<file path="src/hw/rtl/spa_pkg.sv">
// ----------------------------------------------------------------------------
// spa_pkg
// Shared types and constants of the sparse polynomial adder: term capacity,
// index widths, command codes and the stored term format.
// ----------------------------------------------------------------------------
package spa_pkg;

	// Terms each polynomial list can hold
	localparam int MAX_TERMS = 32;

	// Term memory address width and fill counter width (counter holds MAX_TERMS)
	localparam int AW = (MAX_TERMS > 1) ? $clog2(MAX_TERMS) : 1;
	localparam int CW = $clog2(MAX_TERMS + 1);

	// Field widths
	localparam int COEF_W = 16;
	localparam int EXP_W  = 10;
	localparam int SUM_W  = COEF_W + 1;

	// Command codes carried in the kind field
	localparam logic [1:0] KIND_LOAD_FIRST  = 2'd0;
	localparam logic [1:0] KIND_LOAD_SECOND = 2'd1;
	localparam logic [1:0] KIND_RUN         = 2'd2;

	// One stored term
	typedef struct packed {
		logic signed [COEF_W-1:0] coef;
		logic [EXP_W-1:0]         expon;
	} term_t;

endpackage

</file>
<file path="src/hw/rtl/sparse_polynomial_adder.sv">
// ----------------------------------------------------------------------------
// sparse_polynomial_adder
// Loads two descending-exponent term lists into two term memories, then on a
// run command merges them, adding coefficients of equal exponents, dropping zero
// sums. One result per merged term, last one marked, or one empty_res item.
// ----------------------------------------------------------------------------
// Loads: one transaction per cycle while idle, stored at the accepting clock edge.
// Run: the first terms are read at the accepting edge, then one merge step per
//   cycle while the output is not stalled (each term memory read is registered);
//   once both lists are exhausted, the held final term is emitted, marked last.
// Reset clears fill counts, overflow flag and control; memories are not cleared.
// ----------------------------------------------------------------------------
module sparse_polynomial_adder (
	input  logic                              clk,
	input  logic                              arst_n,
	// request channel
	input  logic                              req_valid,
	output logic                              req_ready,
	input  logic [1:0]                        kind,
	input  logic signed [spa_pkg::COEF_W-1:0] coef,
	input  logic [spa_pkg::EXP_W-1:0]         expon,
	// result channel
	output logic                              res_valid,
	input  logic                              res_ready,
	output logic signed [spa_pkg::SUM_W-1:0]  sum_coef,
	output logic [spa_pkg::EXP_W-1:0]         sum_expon,
	output logic                              last,
	output logic                              empty_res,
	output logic                              overflow
);

	typedef enum logic [1:0] {
		S_IDLE,
		S_MERGE,
		S_FLUSH
	} state_t;

	state_t state_q;

	// term memories
	spa_pkg::term_t first_mem_q  [spa_pkg::MAX_TERMS];
	spa_pkg::term_t second_mem_q [spa_pkg::MAX_TERMS];
	spa_pkg::term_t first_rd_q;
	spa_pkg::term_t second_rd_q;

	logic [spa_pkg::CW-1:0] first_cnt_q, second_cnt_q;
	logic [spa_pkg::CW-1:0] a_q, b_q, a_d, b_d;
	logic                   drop_q;

	// pending term, held until it is known whether it is the last one
	logic                              pend_v_q;
	logic signed [spa_pkg::SUM_W-1:0]  pend_coef_q;
	logic [spa_pkg::EXP_W-1:0]         pend_exp_q;

	// output register
	logic                              out_v_q;
	logic signed [spa_pkg::SUM_W-1:0]  out_coef_q;
	logic [spa_pkg::EXP_W-1:0]         out_exp_q;
	logic                              out_last_q;
	logic                              out_empty_q;
	logic                              out_ovf_q;

	logic req_fire, out_free;
	logic wr_first, wr_second;
	logic a_lt, b_lt, merge_done;
	logic cand_v;
	logic signed [spa_pkg::SUM_W-1:0] cand_coef, add_sum;
	logic [spa_pkg::EXP_W-1:0]        cand_exp;

	assign req_ready = (state_q == S_IDLE);
	assign req_fire  = req_valid && req_ready;
	assign out_free  = !out_v_q || res_ready;

	assign wr_first  = req_fire && (kind == spa_pkg::KIND_LOAD_FIRST) &&
		(first_cnt_q < spa_pkg::CW'(spa_pkg::MAX_TERMS));
	assign wr_second = req_fire && (kind == spa_pkg::KIND_LOAD_SECOND) &&
		(second_cnt_q < spa_pkg::CW'(spa_pkg::MAX_TERMS));

	assign a_lt = a_q < first_cnt_q;
	assign b_lt = b_q < second_cnt_q;
	assign add_sum = {first_rd_q.coef[spa_pkg::COEF_W-1], first_rd_q.coef} +
		{second_rd_q.coef[spa_pkg::COEF_W-1], second_rd_q.coef};

	// Pick the next merged term and advance the list indexes
	always_comb begin
		cand_v     = 1'b0;
		cand_coef  = '0;
		cand_exp   = '0;
		a_d        = a_q;
		b_d        = b_q;
		merge_done = 1'b0;
		if (state_q == S_IDLE) begin
			a_d = '0;
			b_d = '0;
		end else if (state_q == S_MERGE && out_free) begin
			if (a_lt && b_lt) begin
				if (first_rd_q.expon == second_rd_q.expon) begin
					cand_v    = (add_sum != '0);
					cand_coef = add_sum;
					cand_exp  = first_rd_q.expon;
					a_d       = a_q + 1'b1;
					b_d       = b_q + 1'b1;
				end else if (first_rd_q.expon > second_rd_q.expon) begin
					cand_v    = 1'b1;
					cand_coef = {first_rd_q.coef[spa_pkg::COEF_W-1], first_rd_q.coef};
					cand_exp  = first_rd_q.expon;
					a_d       = a_q + 1'b1;
				end else begin
					cand_v    = 1'b1;
					cand_coef = {second_rd_q.coef[spa_pkg::COEF_W-1], second_rd_q.coef};
					cand_exp  = second_rd_q.expon;
					b_d       = b_q + 1'b1;
				end
			end else if (a_lt) begin
				cand_v    = 1'b1;
				cand_coef = {first_rd_q.coef[spa_pkg::COEF_W-1], first_rd_q.coef};
				cand_exp  = first_rd_q.expon;
				a_d       = a_q + 1'b1;
			end else if (b_lt) begin
				cand_v    = 1'b1;
				cand_coef = {second_rd_q.coef[spa_pkg::COEF_W-1], second_rd_q.coef};
				cand_exp  = second_rd_q.expon;
				b_d       = b_q + 1'b1;
			end else begin
				merge_done = 1'b1;
			end
		end
	end

	// First term memory: write on load, read the next index
	always_ff @(posedge clk) begin
		if (wr_first) begin
			first_mem_q[first_cnt_q[spa_pkg::AW-1:0]] <= '{coef: coef, expon: expon};
		end
		first_rd_q <= first_mem_q[a_d[spa_pkg::AW-1:0]];
	end

	// Second term memory
	always_ff @(posedge clk) begin
		if (wr_second) begin
			second_mem_q[second_cnt_q[spa_pkg::AW-1:0]] <= '{coef: coef, expon: expon};
		end
		second_rd_q <= second_mem_q[b_d[spa_pkg::AW-1:0]];
	end

	// Output payload: hold while stalled, load on push or final item
	always_ff @(posedge clk) begin
		if (state_q == S_MERGE && cand_v && pend_v_q) begin
			out_coef_q  <= pend_coef_q;
			out_exp_q   <= pend_exp_q;
			out_last_q  <= 1'b0;
			out_empty_q <= 1'b0;
			out_ovf_q   <= drop_q;
		end else if (state_q == S_FLUSH && out_free) begin
			out_coef_q  <= pend_v_q ? pend_coef_q : '0;
			out_exp_q   <= pend_v_q ? pend_exp_q : '0;
			out_last_q  <= 1'b1;
			out_empty_q <= !pend_v_q;
			out_ovf_q   <= drop_q;
		end
		if (state_q == S_MERGE && cand_v) begin
			pend_coef_q <= cand_coef;
			pend_exp_q  <= cand_exp;
		end
	end

	// Sequencer, counts, flags and output valid
	always_ff @(posedge clk or negedge arst_n) begin
		if (!arst_n) begin
			state_q      <= S_IDLE;
			first_cnt_q  <= '0;
			second_cnt_q <= '0;
			drop_q       <= 1'b0;
			a_q          <= '0;
			b_q          <= '0;
			pend_v_q     <= 1'b0;
			out_v_q      <= 1'b0;
		end else begin
			a_q <= a_d;
			b_q <= b_d;
			if (res_ready) begin
				out_v_q <= 1'b0;
			end
			unique case (state_q)
				S_IDLE: begin
					if (req_fire) begin
						if (kind == spa_pkg::KIND_RUN) begin
							state_q <= S_MERGE;
						end else if (kind == spa_pkg::KIND_LOAD_FIRST) begin
							if (wr_first) first_cnt_q <= first_cnt_q + 1'b1;
							else drop_q <= 1'b1;
						end else if (kind == spa_pkg::KIND_LOAD_SECOND) begin
							if (wr_second) second_cnt_q <= second_cnt_q + 1'b1;
							else drop_q <= 1'b1;
						end
					end
				end
				S_MERGE: begin
					if (cand_v) begin
						pend_v_q <= 1'b1;
						if (pend_v_q) out_v_q <= 1'b1;
					end
					if (merge_done) state_q <= S_FLUSH;
				end
				S_FLUSH: begin
					if (out_free) begin
						out_v_q      <= 1'b1;
						pend_v_q     <= 1'b0;
						first_cnt_q  <= '0;
						second_cnt_q <= '0;
						drop_q       <= 1'b0;
						state_q      <= S_IDLE;
					end
				end
				default: state_q <= S_IDLE;
			endcase
		end
	end

	assign res_valid = out_v_q;
	assign sum_coef  = out_coef_q;
	assign sum_expon = out_exp_q;
	assign last      = out_last_q;
	assign empty_res = out_empty_q;
	assign overflow  = out_ovf_q;

endmodule
</file>
<file path="config.mk">
export PLATFORM = sky130hd
export DESIGN_NAME = sparse_polynomial_adder
export DESIGN_NICKNAME = d
export VERILOG_FILES = /design/src/hw/rtl/spa_pkg.sv /design/src/hw/rtl/sparse_polynomial_adder.sv
export SDC_FILE = /design/constraint.sdc
export NUM_CORES = 2
export LEC_CHECK = 0
export CAP_MARGIN = 20
export CORE_MARGIN = 8
export CORE_UTILIZATION = 30
export CTS_CLUSTER_SIZE = 30
export DETAILED_ROUTE_END_ITERATION = 8
export DONT_BUFFER_PORTS = 1
export PLACE_DENSITY_LB_ADDON = 0.08
export SYNTH_ARGS = -nofsm -noshare
export SYNTH_HDL_FRONTEND = slang
export SYNTH_SLANG_ARGS = --single-unit
export TNS_END_PERCENT = 30
</file>
<file path="constraint.sdc">
create_clock -name clk -period 11.9 [get_ports clk]
set_clock_uncertainty 0.1 [all_clocks]
set_input_delay 2.38 -clock clk [delete_from_list [all_inputs] [get_ports clk]]
set_output_delay 2.38 -clock clk [all_outputs]
set_load 0.01 [all_outputs]
</file>
# Word-level counts from Yosys, hierarchy flattened
# Memories as Yosys holds them, arrays and structs flattened. A register that Yosys moved wholly into a read port is not among the register bits.
# Index checks and enable logic that the tools add are counted.
[classes] magnitude_cmp=5 n_reduce_logical=30 addsub=5 n_mux=78 eq_ne=22 bitwise=1
[op_table] cell="two-way mux 6 bit" count=23
[op_table] cell="two-way mux 17 bit" count=8
[op_table] cell="two-way mux 10 bit" count=8
[op_table] cell="two-way mux 1 bit" count=29
[op_table] cell="adder 6 x 1 -> 6 bit (second input constant)" count=4
[op_table] cell="one-hot mux 6 bit (2 select lines)" count=2
[op_table] cell="adder 16 x 16 -> 17 bit" count=1
[op_table] cell="nonzero test 17 bit" count=1
[op_table] cell="AND reduction 7 bit" count=2
[op_table] cell="< comparator 6 bit" count=2
[op_table] cell="< comparator 6 bit (second input constant)" count=2
[op_table] cell="inequality test 2 x 1 -> 1 bit (second input constant)" count=6
[op_table] cell="equality test 10 bit" count=1
[op_table] cell="greater-than comparator 10 bit" count=1
[op_table] cell="logical AND 1 bit" count=10
[op_table] cell="inequality test 2 bit (second input constant)" count=5
[op_table] cell="two-way mux 2 bit" count=4
[op_table] cell="AND reduction 4 bit" count=2
[op_table] cell="nonzero test 2 bit" count=4
[op_table] cell="inequality test 3 x 2 -> 1 bit (second input constant)" count=2
[op_table] cell="one-hot mux 1 bit (2 select lines)" count=3
[op_table] cell="one-hot mux 2 bit (3 select lines)" count=1
[op_table] cell="AND reduction 3 bit" count=2
[op_table] cell="AND reduction 6 bit" count=1
[op_table] cell="other kinds (12)" count=17
[word_totals] ram_bits=1664 wordCells=160 register_bits=86 out_inout_bits=32 mem_count=2
[mem_list] name="first_mem_q" depth=32 word_bits=26 rd=1 rd_ports_with_merged_regs=1 wr=1 line="sparse_polynomial_adder.sv:41" text="spa_pkg::term_t first_mem_q [spa_pkg::MAX_TERMS];"
[mem_list] name="second_mem_q" depth=32 word_bits=26 rd=1 rd_ports_with_merged_regs=1 wr=1 line="sparse_polynomial_adder.sv:42" text="spa_pkg::term_t second_mem_q [spa_pkg::MAX_TERMS];"

# Logic depth before layout (Yosys ltp)
[logic_depth] depth_word=10 mapped_depth=16 ltp_nobuf=12

# Worst setup path before layout
# OpenSTA, ideal clock, no wires.
[synth_path] kind="in2reg" startpoint="in res_ready" endpoint="reg out_ovf_q, in the netlist overflow (enable)" arrival_time_ns=6.391 setup_ns=0.452 t_required_ns=11.348 path_buffers=0 path_stages=5 setup_slack_ns=4.957 path_cell_list="nor2b_1 or3_1 nor3b_1 nand2_1 o21ai_0"
[synth_via] elab_chain_cells=7 word_cells_on_any_way=8 cone_classes="mux: 2; reduce/logical: 6"
[synth_lines] element="from (decl)" line="sparse_polynomial_adder.sv:24" text="input logic res_ready,"
[synth_lines] element="logical OR 1 bit *" line="sparse_polynomial_adder.sv:72" text="assign out_free = !out_v_q || res_ready;"
[synth_lines] element="logical AND 1 bit" line="sparse_polynomial_adder.sv:95" text="end else if (state_q == S_MERGE && out_free) begin"
[synth_lines] element="two-way mux 1 bit" line="sparse_polynomial_adder.sv:95"
[synth_lines] element="two-way mux 1 bit" line="sparse_polynomial_adder.sv:92" text="if (state_q == S_IDLE) begin"
[synth_lines] element="logical AND 1 bit (2 in series)" line="sparse_polynomial_adder.sv:148" text="if (state_q == S_MERGE && cand_v && pend_v_q) begin"
[synth_lines] element="nonzero test 2 bit (no line) *"
[synth_lines] element="to (signal assigned)" line="sparse_polynomial_adder.sv:153" text="out_ovf_q <= drop_q;"
[synth_lines] element="to (signal assigned)" line="sparse_polynomial_adder.sv:159" text="out_ovf_q <= drop_q;"
[synth_lines] element="to (decl)" line="sparse_polynomial_adder.sv:61" text="logic out_ovf_q;"
# Every way passes the cells marked *; elsewhere a longest branch is shown, timed or not.
# A chain may end at the register's enable or synchronous reset.

# Worst setup path in the final report
[layout_path] startpoint="in res_ready" endpoint="reg first_rd_q[22] (netlist name)"
[layout_via] elab_chain_cells=4
[layout_lines] element="logical OR 1 bit" line="sparse_polynomial_adder.sv:72"
[layout_lines] element="logical AND 1 bit" line="sparse_polynomial_adder.sv:95"
[layout_lines] element="two-way mux 6 bit" line="sparse_polynomial_adder.sv:95"
[layout_lines] element="two-way mux 6 bit" line="sparse_polynomial_adder.sv:92"
# No other way between the ends. The select of a mux whose other input is x is not followed.

==> flow_summary.yaml <==
grt:
  top_usage_layer: "met2"
  grt_use_total_pct: 16.6
  grt_pass1_wl_um: 303000
  grt_remaining_overflow: 0
  grt.met2_usage_pct: 29.0
  grt_max_degree: 108
  grtUsageMet1_pct: 21.9
  met3_usage_pct: 2.29
  grt_pass1_vias: 36732
  antenna_found_initial: 24
yosys:
  ys_seq_area_share_pct: 73.8
  synth_seq_cells: 1802
  synth_edf_count: 1719
  syn_avg_cell_area_sq_um: 17.9
  synthesis.nets: 4129
  synth-async-reset-ratio_pct: 1.61
  synthFlopType: "edfxtp_1"
  ys_types: 70
  syn_inst: 4047
  syn_area_sq_mm: 0.0724
  yosysWarningCount: 0
placed_design:
  place_area_sq_mm: 0.0768
  gp_congestion: 0.736
  place_ws_ps: 5360
  port_buffers: 0
  dp.cells: 7148
  dpl.hpwl_um: 120000
finish:
  nets: 4251
  seqCellArea_sq_mm: 0.0534
  final_core_util_pct: 34.7
  design_area_sq_mm: 0.0834
  num-fill-cells: 22695
  layout_commonest_cell: "edfxtp_1"
  multiInputGateArea_sq_mm: 0.0183
  instances_no_fill: 7542
  layout-drive-gt1-share_pct: 12.6
  final_cell_mix: "edfxtp_1 (1719), mux2i_1 (1251), o22ai_1 (212), clkbuf_16 (205), buf_4 (99)"
  area_delta_synth_final_pct: 15.2
sta:
  fmax_mhz: 175
  max_slew_margin_pct: 28.0
  hold_viol: 0
  tns_ps: 0
  worst_slack_ps: 6190
  worstMarginPinSlew_ps: 1080
  rsz0062_at_grt: "false"
  setup_viol: 0
  maxSlewViolCount: 0
  min_period_ps: 5710
  period_share_pct: 48.0
route:
  first_iter_violations: 2433
  wl_um: 220000
  ant_nets: 0
  via_count: 36222
  drc: 0
  firstDrtPassIters: 6
  vias_per_cell: 4.80
  routedWlPerCell_um: 29.1
clock_network:
  clk_latency_ps: 830
  cts_setup_buffers: 0
  cts_tree: "built"
  cts_resized: 0
  holdBufCountCts: 0
  cts.htree.levels: 4
  cts.reportedPaths.clkPinSlew_ps: 60
  clock_path_buffers: 3
  tritoncts.num_buffers: 203
  clockRootBuffer: "clkbuf_16"
  clock_sinks: 1802
hold_path:
  whs_endpoint: "overflow"
  hp-start: "drop_q"
  hold_path.class: "flop to flop"
  hold_path_depth: 0
die:
  die_area_sq_mm: 0.257
  core_area_sq_mm: 0.240
  initial_core_util_pct: 30.1
  die-height_um: 507
  fp.dieW_um: 507
  rows: 180
  io_pins: 64
run_status:
  status: "finished clean"
worst_setup_path:
  critPathKind: "primary input to flop"
  slowest_stage: "nor2_4"
  worstSetupPathDepth: 11
  reg2reg_depth: 14
  critical_path_required_ps: 12490
  cp_max_fo: 103
  rrSetupSlack_ps: 6220
  end_kind: "flop"
  start_kind: "primary input"
  r2r-start: "first_cnt_q[2]"
  cp_top_family: "simple AND/OR/NAND/NOR gates"
  crit_buf_inv: 2
  max_stage_delay_ps: 720
  cp_cell_sequence: "nor2b_1, nor2_1, o311a_4, xnor2_1, nor2_4, buf_12, buf_4, mux2i_1, mux2i_1, o22ai_1, nor4_2"
  crit_top_cell: "mux2i_1"
  r2r-end: "first_rd_q[22]"
  critPathArrivalTime_ps: 6300
job:
  maxCapViolCount: 0
pwr:
  p_leak_nw: 24.4
  powerDensity_mw_per_mm2: 202
  ir_drop_mv: 0.164
## how the worst max path moves through the flow
stage                     slack [ps]              to      startpoint
after floorplan                 4960        overflow       res_ready
after global placement          5330  first_rd_q[22]       res_ready
after detailed placement        5360  first_rd_q[22]       res_ready
after CTS                       6170   first_rd_q[7]  first_cnt_q[2]
after global routing            5940  first_rd_q[22]  first_cnt_q[2]
final                           6190  first_rd_q[22]       res_ready
## report_power, final
part	internal [mW]	switching (mW)	leakage, nW	total [mW]
clock network	3.62	2.58	3.24	6.19
registers	7.16	0.228	16.3	7.39
logic	1.38	1.91	4.88	3.29
total	12.2	4.72	24.4	16.9
## routing by layer
| layer | up-vias | share of wire (%) | routed length (um) |
|---|---|---|---|
| met3 | 259 | 3.7 | 8210 |
| met4 | 2 | 2.7 | 5850 |
| met2 | 627 | 50 | 109000 |
| met1 | 18935 | 44 | 96300 |
| met5 | - | 0.0059 | 13 |
| li1 | 16399 | - | - |
## through the flow
| stage | hold WS, ps | power, mW |
|---|---|---|
| final | 398 | 16.9 |
| after global routing | 428 | 17.6 |
| after CTS | 398 | 17.1 |
| after detailed placement | 382 | 10.9 |
| after global placement | 374 | 10.9 |
| after floorplan | 340 | 9.98 |
## final cells by class
class,instances,area share (%)
multi-input cells,2017,21.9
repair buffers,110,1.16
clock inverters,108,1.19
clock buffers,274,6.71
well taps,3185,4.78
diodes,11,0.0330
flip-flops and latches,1802,64.0
inverters,35,0.163
## cell usage after synthesis, types with 6 or more instances
cell | number | area share (%)
a211oi_1 | 7 | 0.073
a21o_1 | 8 | 0.083
a21oi_1 | 35 | 0.24
a22o_1 | 11 | 0.13
a22oi_1 | 15 | 0.16
and2_1 | 28 | 0.24
and3_1 | 6 | 0.052
buf_1 | 8 | 0.041
buf_2 | 67 | 0.46
buf_4 | 75 | 0.78
buf_6 | 6 | 0.093
clkbuf_1 | 37 | 0.19
dfrtp_1 | 29 | 1.0
dfxtp_1 | 54 | 1.5
edfxtp_1 | 1719 | 71
ha_1 | 49 | 0.85
inv_1 | 34 | 0.18
mux2i_1 | 1251 | 17
nand2_1 | 55 | 0.29
nand2b_1 | 12 | 0.10
nand3_1 | 29 | 0.20
nand4_1 | 10 | 0.086
nor2_1 | 95 | 0.49
nor2b_1 | 8 | 0.069
nor3_1 | 6 | 0.041
nor4_1 | 10 | 0.086
nor4_2 | 46 | 0.79
o21a_1 | 6 | 0.062
o21ai_0 | 26 | 0.18
o22ai_1 | 212 | 1.8
xor2_1 | 9 | 0.11
## cells by family after synthesis
family	Yosys count	share of synthesized area, %
DFF	1802	73.8
xor gates and xnor gates	16	0.214
and+or+nand+nor	334	2.75
adders and majority gates	50	0.874
buffers and inverters	228	1.75
AOI/OAI and AO/OA	364	3.32
muxes	1253	17.3
## state kept, by name, summed over array words and instances (netlist names), 6 cells and up
name,cells
sum_expon,10
b_q,6
second_cnt_q,6
first_rd_q,26
first_cnt_q,6
second_mem_q,832
pend_coef_q,17
pend_exp_q,10
first_mem_q,832
second_rd_q,26
a_q,6
sum_coef,17
Power figures use the tool's default switching activity.
